File: config.mk
export PLATFORM = sky130hd
export DESIGN_NAME = selective_repeat_sender_window
export DESIGN_NICKNAME = d
export VERILOG_FILES = /design/src/hdl/srsw_pkg.sv /design/src/hdl/srsw_cell.sv /design/src/hdl/selective_repeat_sender_window.sv
export SDC_FILE = /design/constraint.sdc
export NUM_CORES = 1
export LEC_CHECK = 0
export BUFFER_PORTS_ARGS = -buffer_cell sky130_fd_sc_hd__clkbuf_2
export CORE_MARGIN = 2
export CORE_UTILIZATION = 52
export DETAILED_ROUTE_END_ITERATION = 12
export GPL_ROUTABILITY_DRIVEN = 0
export GPL_TIMING_DRIVEN = 0
export PLACE_DENSITY_LB_ADDON = 0.25
export SLEW_MARGIN = 0
export SYNTH_ARGS = -nofsm -noshare
export SYNTH_HDL_FRONTEND = slang
export SYNTH_HIERARCHICAL = 1
export SYNTH_SLANG_ARGS = --single-unit
File: constraint.sdc
create_clock -name clk -period 8.25 [get_ports clk]
set_input_delay 1.65 -clock clk [delete_from_list [all_inputs] [get_ports clk]]
set_output_delay 1.65 -clock clk [all_outputs]
set_load 0.1 [all_outputs]
File: src/hdl/srsw_pkg.sv
// shared types and constants for the selective-repeat sender window
// no dependencies; used by srsw_cell, selective_repeat_sender_window, the checkers and tb_top
package srsw_pkg;

  // sequence numbers are fixed at three bits, so the sequence space is eight
  localparam int SEQ_W     = 3;
  localparam int SEQ_SPACE = 1 << SEQ_W;

  // event codes on the operation field
  localparam logic [1:0] OP_SEND    = 2'd0;
  localparam logic [1:0] OP_ACK     = 2'd1;
  localparam logic [1:0] OP_TIMEOUT = 2'd2;

  // reset value of base and next sequence
  localparam logic [SEQ_W-1:0] SEQ_RESET = SEQ_W'(1);

  // broadcast control to every mark cell
  typedef struct packed {
    logic shift;  // take the right neighbor's mark
    logic set;    // mark the cell addressed by idx
    logic clr;    // clear the cell addressed by idx
  } cell_ctl_t;

endpackage

File: src/hdl/srsw_cell.sv
// one window slot: holds the acknowledged mark of its slot
// depends on srsw_pkg (cell_ctl_t); chained by selective_repeat_sender_window
module srsw_cell #(
  parameter int IDX_W = 2,
  parameter int IDX   = 0
) (
  input  logic                  clk,
  input  logic                  rst_n,
  input  srsw_pkg::cell_ctl_t   ctl,
  input  logic [IDX_W-1:0]      idx,
  input  logic                  right_mark,
  output logic                  mark
);

  logic mark_r;
  logic mark_nxt;
  logic hit;

  // address decode for set and clear
  assign hit = (idx == IDX_W'(IDX));

  // shift wins; set and clear only touch the addressed slot
  always_comb begin
    mark_nxt = mark_r;
    if (ctl.shift) begin
      mark_nxt = right_mark;
    end else if (ctl.set && hit) begin
      mark_nxt = 1'b1;
    end else if (ctl.clr && hit) begin
      mark_nxt = 1'b0;
    end
  end

  always_ff @(posedge clk) begin
    if (!rst_n) begin
      mark_r <= 1'b0;
    end else begin
      mark_r <= mark_nxt;
    end
  end

  assign mark = mark_r;

endmodule

File: src/hdl/selective_repeat_sender_window.sv
// result path: sends, timeouts and acks off the base load the result register from the idle state,
//   or through the wait state while the result side stalls; an ack at the base first passes the
//   slide state, where the mark chain moves one slot per cycle past each leading acknowledged slot
// throughput: one item per cycle while no slide runs and the result side keeps up
// reset (rst_n low, synchronous): base and next sequence 1, no packets outstanding,
//   all marks clear, no result pending
module selective_repeat_sender_window #(
  parameter int WINDOW = 4
) (
  input  logic                        clk,
  input  logic                        rst_n,
  // input channel
  input  logic                        in_valid,
  output logic                        in_stall,
  input  logic [1:0]                  in_operation,
  input  logic [srsw_pkg::SEQ_W-1:0]  in_seq_number,
  input  logic                        in_checksum_ok,
  // result channel
  output logic                        out_valid,
  input  logic                        out_stall,
  output logic                        out_send_accepted,
  output logic                        out_transmit,
  output logic [srsw_pkg::SEQ_W-1:0]  out_transmit_seq,
  output logic                        out_start_timer,
  output logic                        out_stop_timer,
  output logic [srsw_pkg::SEQ_W-1:0]  out_timer_seq,
  output logic                        out_window_full,
  output logic [srsw_pkg::SEQ_W-1:0]  out_window_base
);

  localparam int CNT_W = $clog2(WINDOW + 1);
  localparam int IDX_W = (WINDOW > 1) ? $clog2(WINDOW) : 1;
  localparam int CMP_W = (CNT_W > srsw_pkg::SEQ_W) ? CNT_W : srsw_pkg::SEQ_W;

  typedef enum logic [1:0] {
    ST_IDLE,
    ST_SLIDE,
    ST_WAIT
  } state_t;

  typedef struct packed {
    logic                       send_accepted;
    logic                       transmit;
    logic [srsw_pkg::SEQ_W-1:0] transmit_seq;
    logic                       start_timer;
    logic                       stop_timer;
    logic [srsw_pkg::SEQ_W-1:0] timer_seq;
  } res_t;

  state_t                     state_r, state_nxt;
  logic [srsw_pkg::SEQ_W-1:0] base_r, base_nxt;
  logic [srsw_pkg::SEQ_W-1:0] next_r, next_nxt;
  logic [CNT_W-1:0]           cnt_r, cnt_nxt;
  res_t                       pend_r, pend_nxt;
  res_t                       res_now, load_res;
  logic                       load;

  logic                       out_valid_r;
  res_t                       out_res_r;
  logic                       out_full_r;
  logic [srsw_pkg::SEQ_W-1:0] out_base_r;

  srsw_pkg::cell_ctl_t        ctl;
  logic [IDX_W-1:0]           ctl_idx;
  logic [WINDOW-1:0]          marks;
  logic [WINDOW-1:0]          right_w;

  logic                       in_xfer;
  logic                       out_free;
  logic [srsw_pkg::SEQ_W-1:0] off;
  logic [IDX_W-1:0]           off_idx;
  logic                       in_win;
  logic                       off_mark;
  logic                       can_send;

  // handshake
  assign in_stall = (state_r != ST_IDLE);
  assign in_xfer  = in_valid && !in_stall;
  assign out_free = !out_valid_r || !out_stall;

  // modular distance from base; the sequence space is a power of two
  assign off      = in_seq_number - base_r;
  assign off_idx  = IDX_W'(off);
  assign in_win   = CMP_W'(off) < CMP_W'(cnt_r);
  assign off_mark = in_win && marks[off_idx];
  assign can_send = cnt_r < CNT_W'(WINDOW);

  // result fields of the event, before any slide
  always_comb begin
    res_now = '0;
    case (in_operation)
      srsw_pkg::OP_SEND: begin
        if (can_send) begin
          res_now.send_accepted = 1'b1;
          res_now.transmit      = 1'b1;
          res_now.transmit_seq  = next_r;
          res_now.start_timer   = 1'b1;
          res_now.timer_seq     = next_r;
        end
      end
      srsw_pkg::OP_ACK: begin
        if (in_checksum_ok && in_win) begin
          res_now.stop_timer = 1'b1;
          res_now.timer_seq  = in_seq_number;
        end
      end
      srsw_pkg::OP_TIMEOUT: begin
        if (in_win && !off_mark) begin
          res_now.transmit     = 1'b1;
          res_now.transmit_seq = in_seq_number;
          res_now.start_timer  = 1'b1;
          res_now.timer_seq    = in_seq_number;
        end
      end
      default: begin
        res_now = '0;
      end
    endcase
  end

  // window control and sequencing
  always_comb begin
    state_nxt = state_r;
    base_nxt  = base_r;
    next_nxt  = next_r;
    cnt_nxt   = cnt_r;
    pend_nxt  = pend_r;
    load      = 1'b0;
    load_res  = pend_r;
    ctl       = '0;
    ctl_idx   = off_idx;
    case (state_r)
      ST_IDLE: begin
        if (in_xfer) begin
          // per-event updates of count, next sequence and marks
          if (in_operation == srsw_pkg::OP_SEND && can_send) begin
            ctl.clr  = 1'b1;
            ctl_idx  = IDX_W'(cnt_r);
            cnt_nxt  = cnt_r + CNT_W'(1);
            next_nxt = next_r + srsw_pkg::SEQ_W'(1);
          end else if (in_operation == srsw_pkg::OP_ACK && in_checksum_ok && in_win) begin
            ctl.set = 1'b1;
          end
          // an ack at the base starts a slide; otherwise the result loads now, or waits while the result side stalls
          if (in_operation == srsw_pkg::OP_ACK && in_checksum_ok && in_win &&
              off == '0) begin
            pend_nxt  = res_now;
            state_nxt = ST_SLIDE;
          end else if (out_free) begin
            load     = 1'b1;
            load_res = res_now;
          end else begin
            pend_nxt  = res_now;
            state_nxt = ST_WAIT;
          end
        end
      end
      ST_SLIDE: begin
        // one slot per cycle past each leading acknowledged slot
        if (marks[0] && cnt_r != '0) begin
          ctl.shift = 1'b1;
          cnt_nxt   = cnt_r - CNT_W'(1);
          base_nxt  = base_r + srsw_pkg::SEQ_W'(1);
        end else if (out_free) begin
          load      = 1'b1;
          state_nxt = ST_IDLE;
        end else begin
          state_nxt = ST_WAIT;
        end
      end
      ST_WAIT: begin
        if (out_free) begin
          load      = 1'b1;
          state_nxt = ST_IDLE;
        end
      end
      default: begin
        state_nxt = ST_IDLE;
      end
    endcase
  end

  // chain of mark cells, slot 0 at the base
  for (genvar i = 0; i < WINDOW; i++) begin : g_cell
    if (i == WINDOW - 1) begin : g_last
      assign right_w[i] = 1'b0;
    end else begin : g_mid
      assign right_w[i] = marks[i+1];
    end
    srsw_cell #(
      .IDX_W (IDX_W),
      .IDX   (i)
    ) u_cell (
      .clk        (clk),
      .rst_n      (rst_n),
      .ctl        (ctl),
      .idx        (ctl_idx),
      .right_mark (right_w[i]),
      .mark       (marks[i])
    );
  end

  // state, window registers and result register
  always_ff @(posedge clk) begin
    if (!rst_n) begin
      state_r     <= ST_IDLE;
      base_r      <= srsw_pkg::SEQ_RESET;
      next_r      <= srsw_pkg::SEQ_RESET;
      cnt_r       <= '0;
      out_valid_r <= 1'b0;
    end else begin
      state_r <= state_nxt;
      base_r  <= base_nxt;
      next_r  <= next_nxt;
      cnt_r   <= cnt_nxt;
      pend_r  <= pend_nxt;
      if (load) begin
        out_valid_r <= 1'b1;
        out_res_r   <= load_res;
        out_full_r  <= (cnt_nxt >= CNT_W'(WINDOW));
        out_base_r  <= base_nxt;
      end else if (!out_stall) begin
        out_valid_r <= 1'b0;
      end
    end
  end

  // result ports
  assign out_valid         = out_valid_r;
  assign out_send_accepted = out_res_r.send_accepted;
  assign out_transmit      = out_res_r.transmit;
  assign out_transmit_seq  = out_res_r.transmit_seq;
  assign out_start_timer   = out_res_r.start_timer;
  assign out_stop_timer    = out_res_r.stop_timer;
  assign out_timer_seq     = out_res_r.timer_seq;
  assign out_window_full   = out_full_r;
  assign out_window_base   = out_base_r;

endmodule

-- After elaboration in Yosys (flattened, before gate mapping)
Index checks and enable logic that the tools add are counted.
- memory bits (read-only): 0
- bits in latches: 0
- output and inout bits: 16
- bits in writable memories: 0
- input port bits: 10
- memories: 0
- flip-flop bits (word level): 40
- word-level logic and storage cells: 141
- div/mod/pow operators: 0
- reductions and logical operators: 37
- multiply operators: 0
- $add $sub $neg: 5
- equality and inequality tests: 13
- muxes and demuxes: 58
- bitwise operators: 1
- magnitude comparators: 4
- shifts and indexed selects: 0
- operators by type and width (kind ; count):
    $mux 10 ; 6
    $mux 1 ; 25
    $mux 2 ; 11
    $mux 3 ; 7
    $logic_and 1x1->1 ; 17
    $reduce_bool 3->1 ; 4
    $pmux 5 s2 ; 1
    $add 3x1->3 const B ; 3
    $pmux 3 s3 ; 1
    $eq 2x2->1 const B ; 4
    $reduce_and 4->1 ; 2
    $eq 2x1->1 const B ; 3
    $logic_not 2->1 ; 3
    $mux 6 ; 1
    $ne 2x2->1 const B ; 3
    $pmux 2 s3 ; 1
    $pmux 3 s2 ; 1
    $mux 5 ; 1
    $logic_not 1->1 ; 4
    $mux 4 ; 1
    $ne 2x1->1 const B ; 2
    $reduce_bool 2->1 ; 2
    $ge 3x3->1 const B ; 1
    $logic_not 3->1 ; 1
    13 further kinds ; 13

-- Longest topological paths before layout
- depth after elaboration: 12
- mapped depth: 12
- gate-level depth less buffers: 11

-- Cells and area by module
Netlist, hierarchy kept.
- modules (own cells, without submodules) (module ; cells an instance ; area each (µm²) ; times used ; sequential area each (µm²)):
    selective_repeat_sender_window ; 162 ; 1726.7 ; 1 ; 900.9
    srsw_cell (g_cell[1].u_cell ...) ; 7 ; 53.8 ; 2 ; 20.0
    srsw_cell (g_cell[0].u_cell) ; 7 ; 56.3 ; 1 ; 20.0
    srsw_cell (g_cell[3].u_cell) ; 7 ; 48.8 ; 1 ; 20.0

-- Worst setup path after synthesis
No wires, ideal clock.
- path type: input port to flip-flop
- from: input in_seq_number[0] (netlist bit)
- to: register out_res_r, in the netlist out_send_accepted (enable)
- cell stages on the path: 12
- arrival time: 4197 ps
- setup time: 382 ps
- path buffers: 1
- data required time: 7868 ps
- path slack: 3671 ps
- cells stage by stage: inv_1 -> ha_1 -> inv_1 -> fa_1 -> xnor3_2 -> ha_1 -> nand2_1 -> o21a_1 -> a31oi_4 -> buf_6 -> a21oi_1 -> nor2_1
- word-level cells in the longest chain between the ends: 8
- elaborated cells between the ends (all ways): 9
- classes of those cells: add/sub (1); order compare (1); mux (3); reduce/logical (4)
- RTL lines (what ; RTL line ; RTL):
    start, declared ; selective_repeat_sender_window.sv:16 ; input logic [srsw_pkg::SEQ_W-1:0] in_seq_number,
    $sub 3x3->3 * ; selective_repeat_sender_window.sv:82 ; assign off = in_seq_number - base_r;
    $lt 3x3->1 ; selective_repeat_sender_window.sv:84 ; assign in_win = CMP_W'(off) < CMP_W'(cnt_r);
    $logic_and 1x1->1 ; selective_repeat_sender_window.sv:145 ; if (in_operation == srsw_pkg::OP_ACK && in_checksum_ok && in_win &&
    $logic_and 1x1->1 * ; selective_repeat_sender_window.sv:145 ;
    $mux 1 * ; selective_repeat_sender_window.sv:145 ;
    $mux 1 * ; selective_repeat_sender_window.sv:134 ; if (in_xfer) begin
    $pmux 1 s3 * ; selective_repeat_sender_window.sv:132 ; case (state_r)
    $reduce_and 2->1 (no source line) * ; n/a ;
    end signal, assigned ; selective_repeat_sender_window.sv:219 ; out_res_r <= load_res;
    end, declared ; selective_repeat_sender_window.sv:59 ; res_t out_res_r;
Every way passes the cells marked *; elsewhere a longest branch is shown, timed or not.
A chain may end at the register's enable or synchronous reset.

-- Final worst setup path
- from: input in_seq_number[0] (netlist bit)
- to: register out_base_r, in the netlist out_window_base[1] (enable)
- word-level cells in the longest chain between the ends: 8
- elaborated cells between the ends (all ways): 9
- classes of those cells: add/sub (1); order compare (1); mux (3); reduce/logical (4)
- RTL lines (what ; RTL line ; RTL):
    $sub 3x3->3 * ; selective_repeat_sender_window.sv:82 ;
    $lt 3x3->1 ; selective_repeat_sender_window.sv:84 ;
    $logic_and 1x1->1 ; selective_repeat_sender_window.sv:145 ;
    $logic_and 1x1->1 * ; selective_repeat_sender_window.sv:145 ;
    $mux 1 * ; selective_repeat_sender_window.sv:145 ;
    $mux 1 * ; selective_repeat_sender_window.sv:134 ;
    $pmux 1 s3 * ; selective_repeat_sender_window.sv:132 ;
    $reduce_and 2->1 (no source line) * ; n/a ;
    end signal, assigned ; selective_repeat_sender_window.sv:221 ; out_base_r <= base_nxt;
    end, declared ; selective_repeat_sender_window.sv:61 ; logic [srsw_pkg::SEQ_W-1:0] out_base_r;
Marked as above.

==> flow_summary.ini <==
[outcome]
result_of_the_run = finished, final reports clean

[sta]
hold_viol_final = 0
setup_viol = 0
rsz0062_at_grt = false
setup-tns-final_ns = 0
final_min_period_over_clock_period = 0.591
slew_viol_final = 0
fin_skew_ns = 0.00555
worst-slew-pin-transition_ns = 1.10
worst_rel_slew_slack = 0.261
max_clock_freq_mhz = 205
min_period_ns = 4.88

[setup_path]
data_required_time_of_the_critical_path_ns = 8.16
reg2reg_setup_slack_ns = 4.50
timing.critical_path.slowest_stage_cell = nor2_1
path_buf_inv = 4
worstReg2RegEnd = out_window_base[1]$_DFFE_PP_
endpoint_kind = flip-flop
timing.critical_path.fanout_max = 13
critical_path.reg2reg.startpoint = base_r[0]$_SDFF_PN1_
critical_path.startpoint_type = primary input
cpLargestDelayFamily = simple AND/OR/NAND/NOR gates
timing_worst_setup_path_type = primary input to flip-flop
crit_path_cell_trace = clkbuf_2, inv_1, ha_1, inv_1, fa_1, xnor3_2, ha_1, nand2_1, o21a_1, a31oi_4, buf_6, a21oi_1, nor2_1
worstPathArrival_ns = 4.78
cpPeakStageDelay_ns = 0.83
timing.reg2reg.worst_path_depth = 11
critical_path.startpoint = in_seq_number[0]

[floorplanning]
rows = 22
die_outline_width_um = 65.1
dieHeight_um = 65.1
core_region_area_um2 = 3630
initial_utilization = 0.534
area_of_the_die_um2 = 4230
io_pins = 26

[power_and_ir_drop]
p_sw_frac = 0.263
clock_power_share = 0.396
leakage_nw = 0.947
seq_power_share = 0.447
power_per_cell_area_nw_per_um2 = 207
power.net_switching_mw = 0.123
pwr-share-comb = 0.157
irDropWorstVdd_uv = 83.0
cell_internal_pwr_mw = 0.345

[global_route]
wire_length_of_the_first_global_routing_pass_mm = 6.38
grt_max_degree = 14
antenna_found_initial = 0
total_global_routing_track_utilization = 0.200
first_global_vias = 1402
grt.overflow.total = 0

[synthesis]
parity_gate_share_of_the_synthesized_area_counting_xor_and_xnor_cells = 0.0348
number_of_flops_mapped_to_enable_cells_by_yosys = 22
number_of_flip_flops_and_latches_in_the_synthesized_netlist = 38
post_synth_and_or_nand_nor_area_fraction = 0.164
synth_top_family_by_area = simple AND/OR/NAND/NOR gates
proportion_of_register_bits_with_asynchronous_set_or_reset_after_synthesis = 0
synth-adder-area-share = 0.0619
synth_sequential_area_ratio = 0.506
dominantRegCellSynth = edfxtp_1
post-synth-top-count-cell = nand2_1
mappedNetlistNets = 209
synthTopCellsByArea = edfxtp_1, dfxtp_1, ha_1, nand2_1, a21oi_1
mapped_cells = 190
synth_top_area_cell = edfxtp_1
yosysUniqueCellTypes = 40
synth_area_um2 = 1940
syn_avg_cell_area_um2 = 10.2
synth_mux_area_frac = 0.0335
synth_top_area_frac = 0.341
synth_commonest_cells = nand2_1, edfxtp_1, inv_1
synth.yosys.warnings = 6
synth_compound_gate_area_share = 0.148

[clocking]
cts-htree-levels = 2
cts.repair.resized = 0
clock_latency_ns = 0.29
holdBufCountCts = 0
clock-root-buffer = clkbuf_8
cts_buffers = 5
tritoncts_clock_tree = done
cts.sinks = 38
cts.reportedPaths.clkPinSlew_ns = 0.07
post_cts_buffers = 0
clockBufferDepth = 2

[flow_run]
cap_viol_max_count = 0

[hold_path]
worstHoldPathCells = 2
timing.hold.worst_endpoint = g_cell[3].u_cell/mark$_SDFFE_PN0P_
min-delay-start = g_cell[3].u_cell/mark$_SDFFE_PN0P_
worst_hold_path_type = flip-flop to flip-flop

[drt]
drtIter0Drc = 77
wirelength_mm = 3.77
num_vias = 1454
vias_cell = 5.37
wl_per_cell_um = 13.9
detail_route.drc_violations = 0
drt.antenna.violating_nets = 0
dr_pass1_iterations = 4

[layout]
layout-area-overhead-vs-synth_pct = 16.4
number_of_diodes = 0
postLayoutCoreUtil = 0.621
fillerInstances = 316
fin_nets = 241
share_of_layout_cells_above_drive_strength_1 = 0.215

[placement]
dp.final_hpwl_mm = 2.64
buffer_ports.inserted = 25
==> worst reg2reg max path, stage by stage, from the launching register on <==
cell and delay (ns):
dfxtp_1 0.39, ha_1 0.17, inv_1 0.05, fa_1 0.38, xnor3_2 0.42, ha_1 0.31, nand2_1 0.06, o21a_1 0.22
a31oi_4 0.29, buf_6 0.20, a21oi_1 0.05, nor2_1 0.83
==> per-layer routing <==
| layer | GRT usage | vias to the layer above | part of all wire | wire [um] |
|---|---|---|---|---|
| met5 | 0 | - | 0 | 0 |
| met4 | 0.0911 | 0 | 0.021 | 78 |
| met3 | 0.0399 | 9 | 0.043 | 161 |
| met2 | 0.340 | 37 | 0.48 | 1810 |
| met1 | 0.245 | 680 | 0.45 | 1710 |
| li1 | - | 728 | - | - |
==> layout by cell type (no fill, tap or decap), drive strengths merged <==
cell type | netlist | routed
clkbuf | 1 | 31
nand2 | 25 | 25
edfxtp | 22 | 22
inv | 20 | 20
a21oi | 18 | 18
nor2 | 16 | 16
dfxtp | 16 | 16
ha | 8 | 8
a31oi | 8 | 8
o21ai | 7 | 7
nand3b | 5 | 5
mux2 | 4 | 4
nand3 | 4 | 4
and2 | 3 | 3
a22oi | 3 | 3
xnor2 | 3 | 3
or2 | 3 | 3
nor3b | 3 | 3
mux2i | 2 | 2
xor2 | 2 | 2
a211oi | 2 | 2
bufinv | 0 | 2
nor3 | 2 | 2
buf | 2 | 2
nand4b | 1 | 1
xnor3 | 1 | 1
o2111ai | 1 | 1
o21a | 1 | 1
a21o | 1 | 1
and3 | 1 | 1
o211ai | 1 | 1
a21boi | 1 | 1
fa | 1 | 1
clkinv | 0 | 1
a21bo | 1 | 1
conb | 1 | 1
==> kinds of logic after synthesis <==
| family | after synthesis |
|---|---|
| AND/OR/NAND/NOR | 63 |
| AO/OA/AOI/OAI | 44 |
| flip-flops | 38 |
| buffers and inverters | 23 |
| adder cells (fa/ha/maj) | 9 |
| XOR/XNOR | 6 |
| multiplexers | 6 |
| other | 1 |
==> power groups by stage <==
stage	combinational (mW)	sequential (mW)	clock (mW)
2_1_floorplan	0.0334	0.238	0
3_3_place_gp	0.0715	0.213	0
3_5_place_dp	0.0726	0.214	0
4_1_cts	0.0732	0.209	0.188
5_1_grt	0.0789	0.210	0.195
6_report	0.0733	0.209	0.185
==> state kept, by name, summed over array words and instances (netlist names), 2 cells and up, named ones only <==
signal	cells
base_r	3
g_cell.u_cell/mark	4
next_r	3
out_timer_seq	3
out_transmit_seq	3
out_window_base	3
pend_r	9
state_r	2
==> stage by stage <==
stage	hold WS, ns	cell area, um^2	setup WS, ns	total power [mW]	cells
after CTS	0.473	2260	3.35	0.470	271
final	0.472	2260	3.37	0.468	271
after floorplan	0.438	1940	3.67	0.272	190
after global placement	0.459	2120	3.09	0.285	263
after global routing	0.523	2260	3.13	0.484	271
after detailed placement	0.463	2120	3.02	0.286	263
==> worst max-delay path by stage <==
stage / endpoint / slack [ns] / cells after the start
final: out_window_base[1]$_DFFE_PP_ / 3.37 / 13
after global routing: out_transmit_seq[2]$_DFFE_PP_ / 3.13 / 13
after CTS: out_timer_seq[2]$_DFFE_PP_ / 3.35 / 13
after detailed placement: out_transmit_seq[0]$_DFFE_PP_ / 3.02 / 13
after global placement: out_transmit_seq[0]$_DFFE_PP_ / 3.09 / 13
after floorplan: out_send_accepted$_DFFE_PP_ / 3.67 / 12
==> cell type report <==
cell class | count | area, um^2 | share of cell area
Multi-Input combinational cell | 129 | 861 | 0.381
Inverter | 20 | 75.1 | 0.0333
Timing Repair Buffer | 25 | 125 | 0.0554
Clock buffer | 5 | 68.8 | 0.0305
Sequential cell | 38 | 981 | 0.435
Clock inverter | 3 | 63.8 | 0.0283
Tap cell | 48 | 60.1 | 0.0266
Buffer | 3 | 22.5 | 0.00998
No activity file was read; power rests on OpenSTA's default activity.
